### src/design/ipr_pkg.sv
// ipr_pkg: shared types and constants for the image packet reassembler
// no dependencies; used by every module in design/

package ipr_pkg;

    localparam int unsigned PACKET_BYTES_DEF = 223;
    localparam int unsigned BYTE_W           = 8;
    localparam int unsigned WORD_W           = 16;
    localparam int unsigned INDEX_W          = 4;
    localparam int unsigned ID_W             = 12;

    localparam logic [WORD_W-1:0] MARKER_RESET = 16'hAAAA;

    // header layout of each packet kind
    localparam logic [BYTE_W-1:0] MARKED_LEN_POS      = 8'd37;
    localparam logic [BYTE_W-1:0] MARKED_IDX_POS      = 8'd39;
    localparam logic [BYTE_W-1:0] MARKED_PAYLOAD_POS  = 8'd40;
    localparam logic [BYTE_W-1:0] UNMARKED_LEN_POS    = 8'd1;
    localparam logic [BYTE_W-1:0] UNMARKED_IDX_POS    = 8'd3;
    localparam logic [BYTE_W-1:0] UNMARKED_PAYLOAD_POS = 8'd4;
    localparam logic [BYTE_W-1:0] CONT_IDX_POS        = 8'd1;
    localparam logic [BYTE_W-1:0] CONT_PAYLOAD_POS    = 8'd2;
    localparam logic [BYTE_W-1:0] KIND_DECIDE_POS     = 8'd1;

    typedef enum logic [1:0] {
        KIND_NONE     = 2'd0,
        KIND_MARKED   = 2'd1,
        KIND_UNMARKED = 2'd2,
        KIND_CONT     = 2'd3
    } kind_t;

    typedef struct packed {
        logic              valid;
        logic [BYTE_W-1:0] data;
        logic              last;
        logic              dropped;
    } result_t;

endpackage

### src/design/ipr_parser.sv
// ipr_parser: input register, packet header tracking and payload selection
// depends on ipr_pkg; feeds ipr_out_reg

module ipr_parser #(
    parameter int unsigned PACKET_BYTES = ipr_pkg::PACKET_BYTES_DEF
) (
    input  logic                       clk,
    input  logic                       rst_n,
    input  logic                       s_tvalid,
    output logic                       s_tready,
    input  logic [ipr_pkg::BYTE_W-1:0] s_tdata,
    input  logic                       cfg_valid,
    output logic                       cfg_ready,
    input  logic [ipr_pkg::WORD_W-1:0] cfg_data,
    input  logic                       res_ready,
    output ipr_pkg::result_t           res
);
    import ipr_pkg::*;

    logic                in_valid_reg, in_valid_next;
    logic [BYTE_W-1:0]   in_byte_reg;
    logic [WORD_W-1:0]   marker_reg;
    logic [BYTE_W-1:0]   pos_reg, pos_next;
    kind_t               kind_reg, kind_next;
    logic [WORD_W-1:0]   hold_reg, hold_next;
    logic [WORD_W-1:0]   rem_reg, rem_next;
    logic                expect_reg, expect_next;
    logic [INDEX_W-1:0]  index_reg, index_next;
    logic [ID_W-1:0]     id_reg, id_next;
    logic                drop_reg, drop_next;

    logic                fire;
    logic [BYTE_W-1:0]   first_payload;
    logic [INDEX_W-1:0]  rx_index;
    logic [ID_W-1:0]     rx_id;
    logic [BYTE_W:0]     pos_inc;
    logic                drop_now;

    assign cfg_ready = 1'b1;
    assign fire      = in_valid_reg && res_ready;
    assign s_tready  = !in_valid_reg || res_ready;

    always_comb
    begin
        in_valid_next = in_valid_reg;
        if (s_tvalid && s_tready)
        begin
            in_valid_next = 1'b1;
        end
        else if (fire)
        begin
            in_valid_next = 1'b0;
        end
    end

    always_comb
    begin
        pos_next      = pos_reg;
        kind_next     = kind_reg;
        hold_next     = hold_reg;
        rem_next      = rem_reg;
        expect_next   = expect_reg;
        index_next    = index_reg;
        id_next       = id_reg;
        drop_next     = drop_reg;
        first_payload = '0;
        drop_now      = 1'b0;
        res           = '0;
        rx_index      = '0;
        rx_id         = '0;
        pos_inc       = {1'b0, pos_reg} + {{BYTE_W{1'b0}}, 1'b1};

        if (fire && !drop_reg)
        begin
            hold_next = {hold_reg[BYTE_W-1:0], in_byte_reg};
            rx_index  = hold_next[WORD_W-1 -: INDEX_W];
            rx_id     = hold_next[ID_W-1:0];

            if (pos_reg == KIND_DECIDE_POS)
            begin
                if (hold_next == marker_reg)
                begin
                    kind_next = KIND_MARKED;
                end
                else if (expect_reg)
                begin
                    kind_next = KIND_CONT;
                end
                else
                begin
                    kind_next = KIND_UNMARKED;
                end
            end

            case (kind_next)
                KIND_MARKED:
                begin
                    first_payload = MARKED_PAYLOAD_POS;
                    if (pos_reg == MARKED_LEN_POS)
                    begin
                        rem_next = hold_next;
                    end
                    if (pos_reg == MARKED_IDX_POS)
                    begin
                        index_next = rx_index;
                        id_next    = rx_id;
                    end
                end
                KIND_UNMARKED:
                begin
                    first_payload = UNMARKED_PAYLOAD_POS;
                    if (pos_reg == UNMARKED_LEN_POS)
                    begin
                        rem_next = hold_next;
                    end
                    if (pos_reg == UNMARKED_IDX_POS)
                    begin
                        index_next = rx_index;
                        id_next    = rx_id;
                    end
                end
                KIND_CONT:
                begin
                    first_payload = CONT_PAYLOAD_POS;
                    if (pos_reg == CONT_IDX_POS)
                    begin
                        // no wrap: index fifteen never has a successor
                        if (({1'b0, rx_index} != {1'b0, index_reg} + 5'd1)
                            || (rx_id != id_reg))
                        begin
                            drop_now = 1'b1;
                        end
                        else
                        begin
                            index_next = rx_index;
                        end
                    end
                end
                default:
                begin
                    first_payload = '0;
                end
            endcase

            if (drop_now)
            begin
                drop_next   = 1'b1;
                res.valid   = 1'b1;
                res.dropped = 1'b1;
            end
            else
            begin
                if ((kind_next != KIND_NONE) && (pos_reg >= first_payload)
                    && (rem_next != '0))
                begin
                    rem_next  = rem_next - {{(WORD_W-1){1'b0}}, 1'b1};
                    res.valid = 1'b1;
                    res.data  = in_byte_reg;
                    res.last  = (rem_next == '0);
                end
                if (pos_inc >= (BYTE_W+1)'(PACKET_BYTES))
                begin
                    pos_next    = '0;
                    kind_next   = KIND_NONE;
                    expect_next = (rem_next != '0);
                end
                else
                begin
                    pos_next = pos_inc[BYTE_W-1:0];
                end
            end
        end
    end

    always_ff @(posedge clk or negedge rst_n)
    begin
        if (!rst_n)
        begin
            in_valid_reg <= 1'b0;
            marker_reg   <= MARKER_RESET;
            pos_reg      <= '0;
            kind_reg     <= KIND_NONE;
            hold_reg     <= '0;
            rem_reg      <= '0;
            expect_reg   <= 1'b0;
            index_reg    <= '0;
            id_reg       <= '0;
            drop_reg     <= 1'b0;
        end
        else
        begin
            in_valid_reg <= in_valid_next;
            if (cfg_valid && cfg_ready)
            begin
                marker_reg <= cfg_data;
            end
            pos_reg    <= pos_next;
            kind_reg   <= kind_next;
            hold_reg   <= hold_next;
            rem_reg    <= rem_next;
            expect_reg <= expect_next;
            index_reg  <= index_next;
            id_reg     <= id_next;
            drop_reg   <= drop_next;
        end
    end

    always_ff @(posedge clk)
    begin
        if (s_tvalid && s_tready)
        begin
            in_byte_reg <= s_tdata;
        end
    end

    a_silent_after_drop: assert property (@(posedge clk) disable iff (!rst_n)
        drop_reg |-> !res.valid)
        else $error("result produced after drop");

    a_drop_at_header: assert property (@(posedge clk) disable iff (!rst_n)
        (res.valid && res.dropped) |-> (pos_reg == CONT_IDX_POS) && expect_reg)
        else $error("drop outside continuation header");

    a_pos_in_range: assert property (@(posedge clk) disable iff (!rst_n)
        {1'b0, pos_reg} < (BYTE_W+1)'(PACKET_BYTES))
        else $error("byte position out of packet");

    a_kind_cleared: assert property (@(posedge clk) disable iff (!rst_n)
        (pos_reg == '0) |-> (kind_reg == KIND_NONE))
        else $error("packet kind left over at packet start");

endmodule

### src/design/ipr_out_reg.sv
// ipr_out_reg: result register toward the output stream
// depends on ipr_pkg; driven by ipr_parser

module ipr_out_reg (
    input  logic                       clk,
    input  logic                       rst_n,
    input  ipr_pkg::result_t           res,
    output logic                       res_ready,
    output logic                       m_tvalid,
    input  logic                       m_tready,
    output logic [ipr_pkg::BYTE_W-1:0] m_tdata,
    output logic                       m_tlast,
    output logic                       m_tuser
);
    import ipr_pkg::*;

    logic              valid_reg, valid_next;
    logic [BYTE_W-1:0] data_reg;
    logic              last_reg;
    logic              dropped_reg;

    assign res_ready = !valid_reg || m_tready;

    always_comb
    begin
        valid_next = valid_reg;
        if (res_ready)
        begin
            valid_next = res.valid;
        end
    end

    always_ff @(posedge clk or negedge rst_n)
    begin
        if (!rst_n)
        begin
            valid_reg <= 1'b0;
        end
        else
        begin
            valid_reg <= valid_next;
        end
    end

    always_ff @(posedge clk)
    begin
        if (res_ready && res.valid)
        begin
            data_reg    <= res.data;
            last_reg    <= res.last;
            dropped_reg <= res.dropped;
        end
    end

    assign m_tvalid = valid_reg;
    assign m_tdata  = data_reg;
    assign m_tlast  = last_reg;
    assign m_tuser  = dropped_reg;

    a_drop_clean: assert property (@(posedge clk) disable iff (!rst_n)
        (m_tvalid && m_tuser) |-> (!m_tlast && (m_tdata == '0)))
        else $error("drop result carries payload");

    a_load_only_when_free: assert property (@(posedge clk) disable iff (!rst_n)
        (m_tvalid && !m_tready) |-> res_ready == 1'b0)
        else $error("result register overwritten while stalled");

    a_no_result_after_drop: assert property (@(posedge clk) disable iff (!rst_n)
        (m_tvalid && m_tready && m_tuser) |=> !res.valid)
        else $error("result after drop transfer");

endmodule

### src/design/image_packet_reassembler_top.sv
// image packet reassembler: one packet byte per transfer in, payload bytes out
// path: a taken byte is held in the parser's input register, then its result in the output register that drives m_*
// throughput: one byte per cycle unless m_tready stalls the output, set by the per-byte header/length update
// reset: rst_n clears all packet state, marker returns to 16'hAAAA
// depends on ipr_pkg, ipr_parser, ipr_out_reg

module image_packet_reassembler_top #(
    parameter int unsigned PACKET_BYTES = ipr_pkg::PACKET_BYTES_DEF
) (
    input  logic                       clk,
    input  logic                       rst_n,
    input  logic                       s_tvalid,
    output logic                       s_tready,
    input  logic [ipr_pkg::BYTE_W-1:0] s_tdata,   // in_byte
    output logic                       m_tvalid,
    input  logic                       m_tready,
    output logic [ipr_pkg::BYTE_W-1:0] m_tdata,   // payload_byte
    output logic                       m_tlast,   // last_of_image
    output logic                       m_tuser,   // dropped
    input  logic                       cfg_valid,
    output logic                       cfg_ready,
    input  logic [ipr_pkg::WORD_W-1:0] cfg_data   // start_marker
);
    import ipr_pkg::*;

    result_t res;
    logic    res_ready;

    ipr_parser #(
        .PACKET_BYTES(PACKET_BYTES)
    ) u_parser (
        .clk       (clk),
        .rst_n     (rst_n),
        .s_tvalid  (s_tvalid),
        .s_tready  (s_tready),
        .s_tdata   (s_tdata),
        .cfg_valid (cfg_valid),
        .cfg_ready (cfg_ready),
        .cfg_data  (cfg_data),
        .res_ready (res_ready),
        .res       (res)
    );

    ipr_out_reg u_out (
        .clk       (clk),
        .rst_n     (rst_n),
        .res       (res),
        .res_ready (res_ready),
        .m_tvalid  (m_tvalid),
        .m_tready  (m_tready),
        .m_tdata   (m_tdata),
        .m_tlast   (m_tlast),
        .m_tuser   (m_tuser)
    );

endmodule
### config.mk
export PLATFORM = sky130hd
export DESIGN_NAME = image_packet_reassembler_top
export DESIGN_NICKNAME = d
export VERILOG_FILES = /design/src/design/ipr_pkg.sv /design/src/design/ipr_parser.sv /design/src/design/ipr_out_reg.sv /design/src/design/image_packet_reassembler_top.sv
export SDC_FILE = /design/constraint.sdc
export NUM_CORES = 1
export LEC_CHECK = 0
export BUFFER_PORTS_ARGS = -buffer_cell sky130_fd_sc_hd__buf_4
export CAP_MARGIN = 20
export CORE_MARGIN = 8
export CORE_UTILIZATION = 50
export CTS_CLUSTER_DIAMETER = 50
export DETAILED_ROUTE_END_ITERATION = 12
export GPL_TIMING_DRIVEN = 0
export HOLD_SLACK_MARGIN = 0.03
export PLACE_DENSITY_LB_ADDON = 0.12
export SYNTH_ARGS = -nofsm -noshare
export SYNTH_HDL_FRONTEND = slang
export SYNTH_SLANG_ARGS = --single-unit
export TNS_END_PERCENT = 1
### constraint.sdc
create_clock -name clk -period 8.09 [get_ports clk]
set_input_delay 1.618 -clock clk [delete_from_list [all_inputs] [get_ports clk]]
set_output_delay 1.618 -clock clk [all_outputs]
set_load 0.02 [all_outputs]
Word-level counts from Yosys, hierarchy flattened:

Index checks and enable logic that the tools add are counted.

* logic and storage cells: 98
* register bits after elaboration: 88
* output and inout port bits: 13
* input port bits: 29

* reductions and logical operators: 25
* $add $sub $neg: 3
* bitwise gates (word level): 3
* magnitude comparators: 2
* equality and inequality tests: 14
* mux-type cells: 36

Operator list (count)
* 16-bit 2-to-1 mux: 7
* 16-bit case mux with 2 select lines: 1
* 16-bit nonzero test: 2
* 12-bit 2-to-1 mux: 2
* 12-bit case mux with 2 select lines: 1
* 6-bit case mux with 3 select lines: 1
* 16-bit equality test: 1
* 8-bit by 6-bit equality test with 1-bit output (second input constant): 2
* 16-bit zero test: 1
* 4-bit 2-to-1 mux: 4
* 8-bit 2-to-1 mux: 2
* 16-bit by 1-bit subtractor with 16-bit output (second input constant): 1
* 12-bit inequality test: 1
* 4-bit case mux with 3 select lines: 1
* 11-bit 2-to-1 mux: 1
* 10-bit 2-to-1 mux: 1
* 2-bit 2-to-1 mux: 5
* 8-bit by 1-bit adder with 9-bit output (second input constant): 1
* 9-bit by 8-bit >= comparator with 1-bit output (second input constant): 1
* 1-bit 2-to-1 mux: 9
* 9-bit 2-to-1 mux: 1
* 8-bit by 1-bit equality test with 1-bit output (second input constant): 1
* 8-bit by 2-bit equality test with 1-bit output (second input constant): 1
* 8-bit >= comparator: 1
* 17 further kinds: 34

Longest topological paths before layout:

Gate-level depths: netlist of run 1.

* depth in word-level cells: 15
* gate-level depth with buffers: 23
* depth with buffers taken out: 20

Hierarchy:

Synthesis of run 1 repeated with hierarchy kept, for this count alone.

* cell total of the unflattened synthesis: 570
* area, all modules: 5550.3 sq um

Modules (own cells, without submodules)
* ipr_parser: instances 1, cells each 556, area an instance 5196.2 sq um
* ipr_out_reg: instances 1, cells each 14, area an instance 354.1 sq um

Worst setup path before layout of run 1:

OpenSTA, ideal clock, no wires.

* kind: register to register
* from: register u_parser.in_byte_reg[4]
* to: register u_out.data_reg[0], in the netlist u_out.m_tdata[0] (enable)
* arrival time: 4.319 ns
* path slack: 3.390 ns
* library setup time: 0.381 ns
* required time: 7.709 ns
* stages on the path, launching flop included: 19
* path buffers: 4
* period minus slack after synthesis: 4.700 ns
* cell sequence: edfxtp_1 clkbuf_1 xnor2_1 nand4_1 nor4_1 nor2_1 a21oi_1 inv_1 ha_1 clkbuf_1 o2111a_1 buf_2 clkbuf_1 a22oi_1 ha_1 o21ai_0 a21oi_1 a21o_1 a21oi_1

* word-level cells in the longest chain between the ends: 14
* elaborated cells between the ends (all ways): 28
* those cells by class: order compare: 1; eq/ne: 5; mux: 16; reduce/logical: 6

RTL lines
* start, declared: RTL line ipr_parser.sv:21 `logic [BYTE_W-1:0] in_byte_reg;`
* start signal, assigned: RTL line ipr_parser.sv:212 `in_byte_reg <= s_tdata;`
* 16-bit equality test: RTL line ipr_parser.sv:81 `if (hold_next == marker_reg)`
* 2-bit 2-to-1 mux: RTL line ipr_parser.sv:81
* 2-bit 2-to-1 mux: RTL line ipr_parser.sv:79 `if (pos_reg == KIND_DECIDE_POS)`
* 2-bit 2-to-1 mux: RTL line ipr_parser.sv:73 `if (fire && !drop_reg)`
* 2-bit equality test or 2-bit by 1-bit equality test with 1-bit output (tied branches): RTL line ipr_parser.sv:95 `case (kind_next)`
* 6-bit case mux with 3 select lines: RTL line ipr_parser.sv:95
* 8-bit 2-to-1 mux: RTL line ipr_parser.sv:73
* 8-bit >= comparator: RTL line ipr_parser.sv:153 `if ((kind_next != KIND_NONE) && (pos_reg >= first_payload)`
* 1-bit logical AND: RTL line ipr_parser.sv:153
* 1-bit logical AND: RTL line ipr_parser.sv:154 `&& (rem_next != '0))`
* 10-bit 2-to-1 mux: RTL line ipr_parser.sv:153
* 1-bit 2-to-1 mux (*): RTL line ipr_parser.sv:145 `if (drop_now)`
* 11-bit 2-to-1 mux (*): RTL line ipr_parser.sv:73
* 1-bit logical AND (*): RTL line ipr_out_reg.sv:47 `if (res_ready && res.valid)`
* end signal, assigned: RTL line ipr_out_reg.sv:49 `data_reg <= res.data;`
* end, declared: RTL line ipr_out_reg.sv:18 `logic [BYTE_W-1:0] data_reg;`

Every way passes the cells marked *; elsewhere a longest branch is shown, timed or not. The select of a mux whose other input is x is not followed.
A chain may end at the register's enable or synchronous reset.

Worst setup path in the final report of run 1:

* from: register u_parser.in_byte_reg[4]
* to: register u_parser.expect_reg

* word-level cells in the longest chain between the ends: 14
* elaborated cells between the ends (all ways): 31
* those cells by class: add/sub: 1; order compare: 1; eq/ne: 5; mux: 16; bitwise: 1; reduce/logical: 7

RTL lines
* branches (longest 14 deep; another with 16-bit by 1-bit subtractor with 16-bit output)
* end signal, assigned: RTL line ipr_parser.sv:201 `expect_reg <= expect_next;`
* end, declared: RTL line ipr_parser.sv:27 `logic expect_reg, expect_next;`

Parallel ways; which one is timed is not known. The select of a mux whose other input is x is not followed.

==> results of run 1 <==
==> cell families (layout without fill, tap and decap cells) <==
group                      after synthesis  count (layout)  synth area share (%)
AOI/OAI and AO/OA                      124             124                  16.0
xor gates and xnor gates                56              56                  8.78
adders and majority gates               16              16                  3.58
buffers and inverters                   52             108                  3.92
DFF                                     88              88                  41.2
muxes                                   34              34                  6.83
other                                    1               1                0.0671
and+or+nand+nor                        214             214                  19.6
==> cell type report <==
type,count,area (um^2)
buffer,38,166
clock buffer,11,153
clock inverter,5,61.3
fill,999,4610
inverter,14,52.6
multi-input combinational,445,3060
sequential,88,2300
tap,140,175
timing repair buffer,40,300
==> power by group <==
group / internal (mW) / switching [mW] / total, mW
Combinational: 0.576 / 0.822 / 1.40
Sequential: 0.587 / 0.115 / 0.702
Clock: 0.164 / 0.168 / 0.332
==> worst max path at each step <==
stage                     depth (start not counted)             endpoint                    start  slack, ns
final                                            20  u_parser.expect_reg  u_parser.in_byte_reg[4]       1.64
after CTS                                        18     u_out.m_tdata[5]  u_parser.in_byte_reg[4]       1.49
after detailed placement                         18     u_out.m_tdata[3]  u_parser.in_byte_reg[4]       1.47
after global routing                             20  u_parser.expect_reg  u_parser.in_byte_reg[4]       1.22
after global placement                           18     u_out.m_tdata[6]  u_parser.in_byte_reg[4]       1.58
after floorplan                                  18     u_out.m_tdata[0]  u_parser.in_byte_reg[4]       3.39
==> stage by stage <==
step / hold WS, ns / worst slack [ns]
CTS: 0.505 / 1.49
detailed placement: 0.479 / 1.47
floorplan: 0.450 / 3.39
finish: 0.502 / 1.64
global route: 0.537 / 1.22
global placement: 0.470 / 1.58
==> cells in the final DEF (no fill, tap or decap), types with 4 or more instances in the layout <==
master | synthesis | layout
sky130_fd_sc_hd__a21o_1 | 4 | 4
sky130_fd_sc_hd__a21oi_1 | 17 | 17
sky130_fd_sc_hd__a22o_1 | 5 | 5
sky130_fd_sc_hd__a22oi_1 | 7 | 7
sky130_fd_sc_hd__a31oi_1 | 5 | 5
sky130_fd_sc_hd__and2_1 | 4 | 4
sky130_fd_sc_hd__and3_1 | 11 | 11
sky130_fd_sc_hd__buf_2 | 7 | 7
sky130_fd_sc_hd__buf_4 | 2 | 42
sky130_fd_sc_hd__clkbuf_1 | 27 | 28
sky130_fd_sc_hd__clkbuf_8 | 0 | 9
sky130_fd_sc_hd__dfrtp_1 | 62 | 62
sky130_fd_sc_hd__dfstp_2 | 8 | 8
sky130_fd_sc_hd__edfxtp_1 | 18 | 18
sky130_fd_sc_hd__ha_1 | 16 | 16
sky130_fd_sc_hd__inv_1 | 14 | 14
sky130_fd_sc_hd__mux2_2 | 33 | 33
sky130_fd_sc_hd__nand2_1 | 70 | 70
sky130_fd_sc_hd__nand2b_1 | 10 | 10
sky130_fd_sc_hd__nand3_1 | 11 | 11
sky130_fd_sc_hd__nand4_1 | 11 | 11
sky130_fd_sc_hd__nor2_1 | 41 | 41
sky130_fd_sc_hd__nor2b_1 | 4 | 4
sky130_fd_sc_hd__nor3_1 | 18 | 18
sky130_fd_sc_hd__nor3b_1 | 4 | 4
sky130_fd_sc_hd__nor4_1 | 6 | 6
sky130_fd_sc_hd__o21ai_0 | 37 | 37
sky130_fd_sc_hd__o31ai_1 | 4 | 4
sky130_fd_sc_hd__or2_2 | 6 | 6
sky130_fd_sc_hd__or3_1 | 5 | 5
sky130_fd_sc_hd__xnor2_1 | 47 | 47
sky130_fd_sc_hd__xor2_1 | 9 | 9
==> Yosys cell counts, types with 5 or more instances <==
cell type                   n  area (um^2)
sky130_fd_sc_hd__clkbuf_1  27          101
sky130_fd_sc_hd__xor2_1     9         78.8
sky130_fd_sc_hd__a31oi_1    5         31.3
sky130_fd_sc_hd__mux2_2    33          372
sky130_fd_sc_hd__a21oi_1   17         85.1
sky130_fd_sc_hd__or3_1      5         31.3
sky130_fd_sc_hd__o21ai_0   37          185
sky130_fd_sc_hd__inv_1     14         52.6
sky130_fd_sc_hd__ha_1      16          200
sky130_fd_sc_hd__nand2b_1  10         62.6
sky130_fd_sc_hd__dfrtp_1   62         1550
sky130_fd_sc_hd__xnor2_1   47          412
sky130_fd_sc_hd__nor2_1    41          154
sky130_fd_sc_hd__nand3_1   11         55.1
sky130_fd_sc_hd__a22oi_1    7         52.6
sky130_fd_sc_hd__and3_1    11         68.8
sky130_fd_sc_hd__a22o_1     5         43.8
sky130_fd_sc_hd__dfstp_2    8          210
sky130_fd_sc_hd__buf_2      7         35.0
sky130_fd_sc_hd__edfxtp_1  18          541
sky130_fd_sc_hd__nand2_1   70          263
sky130_fd_sc_hd__nand4_1   11         68.8
sky130_fd_sc_hd__nor4_1     6         37.5
sky130_fd_sc_hd__or2_2      6         37.5
sky130_fd_sc_hd__nor3_1    18         90.1
==> routing by layer <==
layer  global-route usage [%]  share of wire, %  vias to the layer above
li1                         -                 -                     2213
met1                     27.3                44                     2253
met2                     34.9                47                      153
met3                     4.77               6.3                       31
met4                     8.71               2.5                        0
met5                        0                 0                        -
==> worst max-delay path: stages (launching register included) <==
cell and delay (ns):
sky130_fd_sc_hd__edfxtp_1 0.32, sky130_fd_sc_hd__clkbuf_1 0.63, sky130_fd_sc_hd__xnor2_1 0.20, sky130_fd_sc_hd__nand4_1 0.12, sky130_fd_sc_hd__nor4_1 0.59, sky130_fd_sc_hd__nor2_1 0.08
sky130_fd_sc_hd__a21oi_1 0.33, sky130_fd_sc_hd__inv_1 0.14, sky130_fd_sc_hd__ha_1 0.31, sky130_fd_sc_hd__clkbuf_1 0.31, sky130_fd_sc_hd__o2111a_1 0.39, sky130_fd_sc_hd__buf_2 0.37
sky130_fd_sc_hd__clkbuf_1 0.50, sky130_fd_sc_hd__a22oi_1 0.25, sky130_fd_sc_hd__ha_1 0.33, sky130_fd_sc_hd__clkbuf_1 0.24, sky130_fd_sc_hd__o221ai_1 0.14, sky130_fd_sc_hd__o2111ai_1 0.17
sky130_fd_sc_hd__a211oi_2 0.30, sky130_fd_sc_hd__a41oi_1 0.17, sky130_fd_sc_hd__o41a_1 0.45
==> impl_summary.log, run 1 <==
INFO  metric outcome = finished, final reports clean
INFO  metric critical_path_class = register to register
INFO  metric min_period_over_period = 79.7%
INFO  metric fin_area = 6270 um^2
INFO  metric min_delay_src = u_parser.kind_reg[0]
INFO  metric clock_tree_from_tritoncts = yes
INFO  metric overall_die_area = 14800 um^2
INFO  metric place.detailed.instances = 764
INFO  metric hold_viol_final = 0
INFO  metric port-buffer-count = 39
INFO  metric overflow = 0
INFO  metric dr.pass1.iters = 5
INFO  metric global_route.usage.total = 21.5%
INFO  metric p_per_area = 388 nW/um^2
INFO  metric grt_pass1_vias = 4711
INFO  metric coreArea = 10900 um^2
INFO  metric maximum_number_of_pins_on_one_net_before_global_route_repair = 71
INFO  metric grt_antenna_before_repair = 0
INFO  metric timing.critical_path.to_type = register
INFO  metric initial_cell_density_of_the_core = 51.3%
INFO  metric tritoncts_num_sinks = 88
INFO  metric vias_per_cell = 5.95
INFO  metric synth_seq_cells = 88
INFO  metric min_delay_endpoint = u_parser.kind_reg[0]
INFO  metric layoutNonFillerInstCount = 781
INFO  metric synth_ff_type = sky130_fd_sc_hd__dfrtp_1
INFO  metric maximum_buffer_depth_of_the_clock_tree = 2
INFO  metric worstHoldPathCells = 2
INFO  metric critPathRequiredTime = 8.35 ns
INFO  metric leakagePower = 2.60 nW
INFO  metric synthesis.area_per_instance = 9.55 um^2
INFO  metric synth_cell_type_count = 76
INFO  metric drt_iter0_markers = 333
INFO  metric final_layout_size_suffix_gt1_share = 20.3%
INFO  metric max-vdd-ir-drop = 0.180 mV
INFO  metric route.final.wire_length = 15400 um
INFO  metric clock_tree.root_cell = sky130_fd_sc_hd__clkbuf_8
INFO  metric grt_setup_unrepaired = no
INFO  metric synthesis.area = 5590 um^2
INFO  metric r2r_end = u_parser.expect_reg
INFO  metric total_number_of_nets_in_the_final_design = 681
INFO  metric mappedNetlistNets = 630
INFO  metric route.detailed.wl_per_inst = 19.7 um
INFO  metric holdCritPathClass = register to register
INFO  metric clkSlewWorstSetupHoldPaths = 0.10 ns
INFO  metric clk_latency = 0.38 ns
INFO  metric post_synth_inst_count = 585
INFO  metric worstPathMaxFanout = 10
INFO  metric placed_instance_area = 6050 um^2
INFO  metric die_width = 122 um
INFO  metric drt_drc_violations_left = 0
INFO  metric antenna_violating_nets_post_route = 0
INFO  metric number_of_h_tree_levels = 3
INFO  metric timing.slew.headroom = 30.4%
INFO  metric ys.warnings.count = 0
INFO  metric cts_hold_buf = 0
INFO  metric post-route-util = 57.6%
INFO  metric worst_margin_pin_slew = 1.03 ns
INFO  metric cts-resized-gates = 0
INFO  metric routed-via-count = 4650
INFO  metric synth_seq_area_share = 41.2%
INFO  metric rrSetupSlack = 1.64 ns
INFO  metric synth-edff-count = 18
INFO  metric period_minus_slack = 6.45 ns
INFO  metric number_of_top_level_pins = 42
INFO  metric global_route_wire_length_before_repair = 24700 um
INFO  metric finalSetupViolations = 0
INFO  metric async_reset_ff_share = 79.5%
INFO  metric gp_congestion = 0.970
INFO  metric cts_buffers = 9
INFO  metric slew_violations = 0
INFO  metric worst_ep_arrival_time = 6.71 ns
INFO  metric post_cts_buffers = 0
INFO  metric cp_startpoint_kind = register
INFO  metric row_count = 38
INFO  metric die_h = 122 um
INFO  metric max-cap-violations = 0
INFO  metric fmax = 155 MHz
INFO  metric power.total = 2.43 mW
INFO  metric dpl_wire_length = 11300 um
INFO  metric r2r-start = u_parser.in_byte_reg[4]
INFO  metric fin_tns_setup = 0 ns
INFO  metric area_added_between_synthesis_and_finish = 12.3%
INFO  metric insertedDiodeCount = 0
INFO  metric reg2reg_depth = 20
INFO  metric finalClockSkew = 0.0128 ns
(Power assumes the default switching activity.)
==> inputs of run 2 (changes only) <==
--- a/config.mk
+++ b/config.mk
@@ -5,6 +5,7 @@
 export SDC_FILE = /design/constraint.sdc
 export NUM_CORES = 1
 export LEC_CHECK = 0
+export ABC_AREA = 1
 export BUFFER_PORTS_ARGS = -buffer_cell sky130_fd_sc_hd__buf_4
 export CAP_MARGIN = 20
 export CORE_MARGIN = 8
==> constraint.sdc (replaced) <==
create_clock -name clk -period 5.2 [get_ports clk]
set_input_delay 1.04 -clock clk [delete_from_list [all_inputs] [get_ports clk]]
set_output_delay 1.04 -clock clk [all_outputs]
set_load 0.02 [all_outputs]
==> run 2 against run 1 <==
Largest power group unchanged. Cell area shrank 4.7%. Sequential power up 61%. Critical path depth increased by 1. Utilization increased by 0.30 points. Total power up 78%. Register-to-register slack worse by 1.1 ns. Clock skew up 0.0020 ns.
==> impl_summary.log, run 2 <==
INFO  metric dr.pass1.iters = 4 (was 5)
INFO  metric share_of_the_synthesized_area_in_compound_gates_ao_oa_aoi_oai = 8.56% (was 15.9%)
INFO  metric worstPathMaxFanout = 10 (unchanged)
INFO  metric setup.worst_path.start = u_parser.in_byte_reg[3] (was u_parser.in_byte_reg[4])
INFO  metric max-cap-violations = 0 (unchanged)
INFO  metric route.final.wire_length = 13400 um (was 15400 um)
INFO  metric synth_cell_type_count = 43 (was 76)
INFO  metric fin_area = 5980 um^2 (was 6270 um^2)
INFO  metric number_of_top_level_pins = 42 (unchanged)
INFO  metric total_number_of_nets_in_the_final_design = 749 (was 681)
INFO  metric critPathRequiredTime = 5.41 ns (was 8.35 ns)
INFO  metric grt_pass1_vias = 4535 (was 4711)
INFO  metric antenna_violating_nets_post_route = 0 (unchanged)
INFO  metric finalSetupViolations = 0 (unchanged)
INFO  metric rrSetupSlack = 0.49 ns (was 1.64 ns)
INFO  metric min_delay_src = u_parser.drop_reg (was u_parser.kind_reg[0])
INFO  metric mostFrequentLayoutCells = sky130_fd_sc_hd__nand2_1 (176), sky130_fd_sc_hd__inv_1 (65), sky130_fd_sc_hd__dfrtp_1 (62) (was sky130_fd_sc_hd__nand2_1 (70), sky130_fd_sc_hd__dfrtp_1 (62), sky130_fd_sc_hd__xnor2_1 (47))
INFO  metric clkSlewWorstSetupHoldPaths = 0.10 ns (about the same)
INFO  metric maximum_number_of_pins_on_one_net_before_global_route_repair = 71 (unchanged)
INFO  metric area_added_between_synthesis_and_finish = 12.4% (was 12.3%)
INFO  metric overflow = 0 (unchanged)
INFO  metric finalClockSkew = 0.0148 ns (was 0.0128 ns)
INFO  metric global_route.usage.total = 19.5% (was 21.5%)
INFO  metric number_of_h_tree_levels = 3 (unchanged)
INFO  metric synth_seq_area_share = 43.3% (was 41.2%)
INFO  metric synthSimpleGateAreaFrac = 28.6% (was 19.6%)
INFO  metric post_cts_buffers = 0 (unchanged)
INFO  metric cts-resized-gates = 0 (unchanged)
INFO  metric slowest_stage_delay_on_critical_path = 0.54 ns (was 0.63 ns)
INFO  metric vias_per_cell = 5.30 (was 5.95)
INFO  metric reg2reg_depth = 21 (was 20)
INFO  metric hold_viol_final = 0 (unchanged)
INFO  metric synthesis.area_per_instance = 8.15 um^2 (was 9.55 um^2)
INFO  metric holdCritPathClass = register to register (unchanged)
INFO  metric final_layout_size_suffix_gt1_share = 17.6% (was 20.3%)
INFO  metric mappedNetlistNets = 698 (was 630)
INFO  metric yosys-top-cells-count = sky130_fd_sc_hd__nand2_1 (176), sky130_fd_sc_hd__inv_1 (65), sky130_fd_sc_hd__dfrtp_1 (62) (was sky130_fd_sc_hd__nand2_1 (70), sky130_fd_sc_hd__dfrtp_1 (62), sky130_fd_sc_hd__xnor2_1 (47))
INFO  metric r2r-start = u_parser.in_byte_reg[3] (was u_parser.in_byte_reg[4])
INFO  metric slew_violations = 0 (unchanged)
INFO  metric post_synth_mux_area_share = 2.33% (was 6.83%)
INFO  metric cp_startpoint_kind = register (unchanged)
INFO  metric timing.critical_path.cells = xor2_1, nor4_1, nand3_1, o21ai_1, o21ai_1, ha_1, buf_2, nand3_4, buf_6, nand2_1, o21ai_2, inv_1, ha_1, nand3_1, nor2_4, nand2_1, o21ai_0, nand2_1, nor4_1, nand3_1, nor2_1 (was clkbuf_1, xnor2_1, nand4_1, nor4_1, nor2_1, a21oi_1, inv_1, ha_1, clkbuf_1, o2111a_1, buf_2, clkbuf_1, a22oi_1, ha_1, clkbuf_1, o221ai_1, o2111ai_1, a211oi_2, a41oi_1, o41a_1)
INFO  metric synth.most_common_cell = sky130_fd_sc_hd__nand2_1 (unchanged)
INFO  metric clock_tree.root_cell = sky130_fd_sc_hd__clkbuf_8 (unchanged)
INFO  metric yosys.area_share.adder = 3.76% (was 3.58%)
INFO  metric coreArea = 10300 um^2 (was 10900 um^2)
INFO  metric ys.warnings.count = 0 (unchanged)
INFO  metric timing.critical_path.to_type = register (unchanged)
INFO  metric fraction_of_synthesized_cell_area_in_xor_and_xnor_cells = 6.26% (was 8.78%)
INFO  metric port-buffer-count = 40 (was 39)
INFO  metric timing.slew.headroom = 40.2% (was 30.4%)
INFO  metric post_synth_inst_count = 653 (was 585)
INFO  metric gp_congestion = 0.896 (was 0.970)
INFO  metric global_route_wire_length_before_repair = 22500 um (was 24700 um)
INFO  metric synth.top_cells.by_area = sky130_fd_sc_hd__dfrtp_1 (29%), sky130_fd_sc_hd__nand2_1 (12%), sky130_fd_sc_hd__edfxtp_1 (10%), sky130_fd_sc_hd__inv_1 (4.6%), sky130_fd_sc_hd__nand3_1 (4.4%) (was sky130_fd_sc_hd__dfrtp_1 (28%), sky130_fd_sc_hd__edfxtp_1 (9.7%), sky130_fd_sc_hd__xnor2_1 (7.4%), sky130_fd_sc_hd__mux2_2 (6.7%), sky130_fd_sc_hd__nand2_1 (4.7%))
INFO  metric routed-via-count = 4475 (was 4650)
INFO  metric outcome = finished, final reports clean (unchanged)
INFO  metric clock_tree_from_tritoncts = yes (unchanged)
INFO  metric synth_ff_type = sky130_fd_sc_hd__dfrtp_1 (unchanged)
INFO  metric synthesis.area = 5320 um^2 (was 5590 um^2)
INFO  metric cts_buffers = 9 (unchanged)
INFO  metric worst_setup_path_endpoint = u_out.m_tlast (was u_parser.expect_reg)
INFO  metric async_reset_ff_share = 79.5% (unchanged)
INFO  metric synth_seq_cells = 88 (unchanged)
INFO  metric drt_drc_violations_left = 0 (unchanged)
INFO  metric min_period_over_period = 90.6% (was 79.7%)
INFO  metric cpMaxStageDelayCell = sky130_fd_sc_hd__edfxtp_1 (was sky130_fd_sc_hd__clkbuf_1)
INFO  metric die_h = 119 um (was 122 um)
INFO  metric route.detailed.wl_per_inst = 15.8 um (was 19.7 um)
INFO  metric overall_die_area = 14200 um^2 (was 14800 um^2)
INFO  metric combinational_family_with_the_most_area_after_synthesis = simple AND/OR/NAND/NOR gates (unchanged)
INFO  metric tritoncts_num_sinks = 88 (unchanged)
INFO  metric p_per_area = 725 nW/um^2 (was 388 nW/um^2)
INFO  metric drt_iter0_markers = 264 (was 333)
INFO  metric worst_ep_arrival_time = 4.92 ns (was 6.71 ns)
INFO  metric period_minus_slack = 4.71 ns (was 6.45 ns)
INFO  metric synth-edff-count = 18 (unchanged)
INFO  metric mostFrequentLayoutCell = sky130_fd_sc_hd__nand2_1 (unchanged)
INFO  metric grt_antenna_before_repair = 0 (unchanged)
INFO  metric dpl_wire_length = 10100 um (was 11300 um)
INFO  metric initial_cell_density_of_the_core = 51.5% (was 51.3%)
INFO  metric die_width = 119 um (was 122 um)
INFO  metric synth_area_leader_cell = sky130_fd_sc_hd__dfrtp_1 (unchanged)
INFO  metric area_fraction_of_the_dominant_cell_type_after_synthesis = 29.2% (was 27.8%)
INFO  metric critical_path_class = register to register (unchanged)
INFO  metric r2r_end = u_out.m_tlast (was u_parser.expect_reg)
INFO  metric fmax = 212 MHz (was 155 MHz)
INFO  metric fin_tns_setup = 0 ns (unchanged)
INFO  metric cts_hold_buf = 0 (unchanged)
INFO  metric insertedDiodeCount = 0 (unchanged)
INFO  metric max-vdd-ir-drop = 0.321 mV (was 0.180 mV)
INFO  metric placed_instance_area = 5790 um^2 (was 6050 um^2)
INFO  metric grt_setup_unrepaired = no (unchanged)
INFO  metric row_count = 37 (was 38)
INFO  metric maximum_buffer_depth_of_the_clock_tree = 2 (unchanged)
INFO  metric worst_margin_pin_slew = 0.897 ns (was 1.03 ns)
INFO  metric clk_latency = 0.38 ns (about the same)
INFO  metric leakagePower = 2.82 nW (was 2.60 nW)
[run 2: changes by cell type in the layout (fill, tap and decap cells not counted), sizes merged, moves of 16 or more]
| cell | delta |
|---|---|
| nor2 | +22 |
| nand2 | +129 |
| mux2 | -22 |
| nand3 | +39 |
| xnor2 | -34 |
| xor2 | +16 |
| inv | +56 |
| clkbuf | -18 |
[run 2: area by class of cell]
class | count | area, um^2
sequential | 88 | 2300
multi-input combinational | 476 | 2650
clock buffer | 9 | 124
tap | 136 | 170
fill | 962 | 4340
inverter | 70 | 264
timing repair buffer | 40 | 300
buffer | 19 | 114
clock inverter | 7 | 60.1
[run 2: per-layer routing]
metal / wire (um) / track usage, % / up-vias
li1: - / - / 2230
met1: 6070 / 24.7 / 2138
met2: 6540 / 32.7 / 89
met3: 564 / 3.78 / 18
met4: 214 / 6.17 / 0
met5: 0 / 0 / -
[run 2: cell families (layout without fill, tap and decap cells)]
kind of cell             after synthesis  after routing
multiplexers                          11             11
flip-flops                            88             88
AND/OR/NAND/NOR                      333            333
adder cells (fa/ha/maj)               16             16
buffers and inverters                 89            145
other                                  1              1
AO/OA/AOI/OAI                         77             77
XOR/XNOR                              38             38
[run 2: worst min path at each step]
stage | endpoint | cells after the start | slack (ns)
finish | u_parser.drop_reg | 1 | 0.49
global route | u_parser.drop_reg | 1 | 0.51
CTS | u_parser.drop_reg | 1 | 0.49
detailed placement | u_parser.drop_reg | 1 | 0.46
global placement | u_parser.drop_reg | 1 | 0.46
floorplan | u_parser.drop_reg | 1 | 0.44
[run 2: stage by stage]
| step | utilization, % | total power, mW | std cells | hold slack, ns | setup slack [ns] |
|---|---|---|---|---|---|
| detailed placement | 56.1 | 3.87 | 829 | 0.458 | 0.394 |
| finish | 57.9 | 4.34 | 845 | 0.486 | 0.489 |
| floorplan | - | 3.18 | 653 | 0.441 | 1.44 |
| global placement | 56.1 | 3.81 | 829 | 0.457 | 0.410 |
| CTS | 57.9 | 4.34 | 845 | 0.487 | 0.282 |
| global route | 57.9 | 4.75 | 845 | 0.515 | 0.105 |
[run 2: worst max-delay path, delay by kind of cell, from the launching register on]
kind	cells	cell delay (ns)
AND/OR/NAND/NOR	11	1.85
AO/OA/AOI/OAI	4	0.82
buffers and inverters	3	0.58
adder cells (fa/ha/maj)	2	0.55
flip-flops	1	0.54
XOR/XNOR	1	0.20
[run 2: report_power, final]
| part | switching [mW] | leakage [nW] | internal, mW | total [mW] |
|---|---|---|---|---|
| logic | 1.81 | 1.68 | 0.927 | 2.74 |
| registers | 0.184 | 1.04 | 0.949 | 1.13 |
| clock network | 0.282 | 0.0921 | 0.184 | 0.466 |
